`config.mk`:
```
export PLATFORM = sky130hd
export DESIGN_NAME = wsjs_ram
export DESIGN_NICKNAME = d
export VERILOG_FILES = /design/src/wsjs_ram.sv
export SDC_FILE = /design/constraint.sdc
export NUM_CORES = 1
export LEC_CHECK = 0
export ABC_AREA = 1
export BUFFER_PORTS_ARGS = -buffer_cell sky130_fd_sc_hd__buf_2
export CAP_MARGIN = 20
export CORE_MARGIN = 2
export CORE_UTILIZATION = 60
export DETAILED_ROUTE_END_ITERATION = 8
export GPL_ROUTABILITY_DRIVEN = 0
export PLACE_DENSITY = 0.78
export SYNTH_ARGS = -nofsm -noshare
export SYNTH_HDL_FRONTEND = slang
export SYNTH_SLANG_ARGS = --single-unit
```
`constraint.sdc`:
```
create_clock -name clk -period 3.3 [get_ports clk]
set_input_delay 0.99 -clock clk [delete_from_list [all_inputs] [get_ports clk]]
set_output_delay 0.99 -clock clk [all_outputs]
set_load 0.01 [all_outputs]
```
`src/wsjs_ram.sv`:
```
module wsjs_ram #(
  parameter int WIDTH = 8,
  parameter int DEPTH = 16
) (
  input  logic                     clk,
  input  logic                     we,
  input  logic [$clog2(DEPTH)-1:0] waddr,
  input  logic [WIDTH-1:0]         wdata,
  input  logic [$clog2(DEPTH)-1:0] raddr,
  output logic [WIDTH-1:0]         rdata
);

  logic [WIDTH-1:0] mem [DEPTH];

  always_ff @(posedge clk) begin
    if (we) begin
      mem[waddr] <= wdata;
    end
    rdata <= mem[raddr];
  end

endmodule

```
* Word-level counts from Yosys, hierarchy flattened
Memories as Yosys holds them, arrays and structs flattened. A register that Yosys moved wholly into a read port is not among the register bits. Index checks and enable logic that the tools add are counted. W data, S select, Z words.
Word-level totals: register bits 0, bits in latches 0, memory bits (writable) 128, ROM bits 0, input bits 18, output and inout port bits 8, word-level logic and storage cells 3, memories 1
Operators by class: $add $sub $neg 0, multiply operators 0, div/mod/pow operators 0, order comparisons 0, eq/ne operators 0, shift operators 0, multiplexer cells 2, bitwise logic cells 0, reduce and logical (&&, ||, !) cells 0
Memories:
- mem | words 16, width 8, read ports 1, clocked after Yosys merged registers in 1, write ports 1, RTL line 13 | logic [WIDTH-1:0] mem [DEPTH];
Operator list (count):
- $mux W1 | 2

* Longest topological paths before layout
depth after elaboration 2, depth in mapped cells 8, gate-level depth less buffers 7

* Least setup slack after synthesis
OpenSTA, ideal clock, no wires.
kind input-to-reg, start point input waddr[2], end point memory mem[10][0], enable pin, arrival 1.571 ns, setup slack 1.359 ns, stages 2, path buffers 0, path through nand3b_1 nor2_1
RTL lines:
- start: declaration | RTL line 7 | input logic [$clog2(DEPTH)-1:0] waddr,
- end: declaration | RTL line 13
No word-level cell before the write port.

* Worst setup path in the final report
start point register rdata[2] (read register of mem), end point output rdata[2]
RTL lines:
- start: declaration | RTL line 10 | output logic [WIDTH-1:0] rdata
No word-level cell between the ends.

==> flow_metrics.tcl <==
set metrics [dict create \
    rsz0062_at_grt "false" \
    cts-root-buf "clkbuf_8" \
    period_needed_ps 1996 \
    fin_skew_ps 7.732 \
    worst_hold_path_type "flop to flop" \
    postPlaceCellArea_mm2 0.005922 \
    wl_per_cell_um 17.23 \
    setup_viol 0 \
    clock_sinks 136 \
    io_buffers 25 \
    synth_seq_area_share 0.6943 \
    cp_max_fo 1 \
    r2r-start "mem[5][6]" \
    antenna_found_initial 0 \
    coreArea_mm2 0.009284 \
    worst_setup_path_end_kind "primary output" \
    die_w_um 102.0 \
    cp.required_ps 2310 \
    maxClockFrequency_ghz 0.5011 \
    path_buf_inv 1 \
    slew_viol_final 0 \
    antenna_left 0 \
    fin_util 0.7003 \
    post-route-period-util 0.6047 \
    path_class "flop to primary output" \
    area_growth_pct 12.74 \
    grt_pass1_vias 3765 \
    ctsHoldBuffers 0 \
    status "finished, final reports clean" \
    ir_worst_vdd_mv 0.4762 \
    syn_area_mm2 0.005767 \
    syn-num-nets 569 \
    path_clk_slew_ps 60 \
    grt_usage 0.2655 \
    n_antenna_cell 0 \
    cts_tree "yes" \
    pin_count 26 \
    synth_area_per_cell_um2 10.47 \
    holdWs_ps 661.9 \
    drive_above_1_share 0.1039 \
    insertion_delay_ps 520 \
    dieHeight_um 102.0 \
    firstDrtPassIters 5 \
    hold_viol 0 \
    grt_pass1_wl_mm 19.85 \
    yosysWarningCount 0 \
    initial_core_util 0.6212 \
    ctsLongestPathBuffers 2 \
    totalWireLength_mm 12.34 \
    route.detailed.drc 0 \
    critical_path_arrival_ps 1010 \
    timing.critical_path.from "rdata[2]" \
    fp.dieArea_mm2 0.01041 \
    power_density_mw_per_mm2 613.1 \
    fillCellCount 678 \
    max_stage_delay_ps 350 \
    synthCells 551 \
    path_cells "buf_2" \
    grt_max_degree 65 \
    nets 592 \
    cp-start-kind "flop" \
    postCtsSetupRepairBufs 0 \
    drv_cap 0 \
    final_common_cell "nand2_1" \
    worstMarginPinSlew_ps 929.8 \
    ys_types 12 \
    setup_tns_ps 0 \
    cts_buffers 17 \
    hp-start "mem[10][3]" \
    slew_headroom 0.3778 \
    first_iter_violations 397 \
    gr-total-overflow 0 \
    ys_ff_latch 136 \
    p_leak_uw 0.002805 \
    htree_levels 4 \
    core.rowCount 35 \
    final_cell_mix "173 x nand2_1, 128 x edfxtp_1, 100 x inv_1, 97 x nand3_1, 25 x buf_2" \
    dpl.hpwl_mm 7.455 \
    worst_path_max_delay_cell "dfxtp_1" \
    fin_area_mm2 0.006501 \
    viasPerCell 5.390 \
    cts_resized 0 \
    vias 3859 \
    crit_family "flip-flops" \
]
==> final timing paths <==
kind	end	slack (ps)	cells after the start
worst max-delay path	rdata[2]	1300	1
worst min-delay path	rdata[3]	660	6
worst max register to register	rdata[6]	2200	6
worst min register to register	rdata[3]	660	6
==> kinds of logic (layout without fill, tap and decap cells) <==
logic type             count (synthesis)  in the layout  synth area share
buffers and inverters                126            162           0.09525
and+or+nand+nor                      289            289            0.2105
DFF                                  136            136            0.6943
==> worst register-to-register path: cells and delay by family, from the launching register on <==
family	cells	cell delay, ps
and+or+nand+nor	5	570
DFF	1	360
buffers and inverters	1	60
==> through the flow <==
stage / setup slack, ps / std cells / total power (uW)
2_1_floorplan: 1359 / 551 / 2118
3_3_place_gp: 913.2 / 684 / 2198
3_5_place_dp: 878.9 / 684 / 2203
4_1_cts: 1266 / 716 / 3993
5_1_grt: 1269 / 716 / 4101
6_report: 1304 / 716 / 3986
==> where the power goes <==
group          internal, uW  switching, uW  total, uW
Sequential             1930           11.2       1940
Clock                  1100            712       1810
Combinational          63.1            167        230
==> area by class of cell <==
type	count	area, um2	area share
repair buffers	28	160.2	0.02463
inverters	102	382.9	0.05889
flip-flops and latches	136	4004	0.6159
clock buffers	19	431.7	0.06640
multi-input cells	289	1214	0.1867
well taps	129	161.4	0.02483
clock inverters	13	147.6	0.02271
==> synth_stat cells, drive strengths merged <==
cell type  count  area (um2)
nand2        173       649.4
edfxtp       128        3844
inv          102       382.9
nand3         97       485.5
buf           24       166.4
nor2          17       63.81
dfxtp          8       160.2
nand3b         2       15.01
==> layer usage <==
layer,global-route usage,wire [um],vias to the layer above
met5,0,0,-
met4,0.1056,315,0
met3,0.08276,1023,33
met2,0.4211,6252,207
met1,0.3468,4745,1796
li1,-,-,1823
==> flip-flops by register name, indices dropped and copies added, names as in the netlist <==
register / count
mem: 128
rdata: 8
Note: power is estimated with default switching activity, not from simulation.
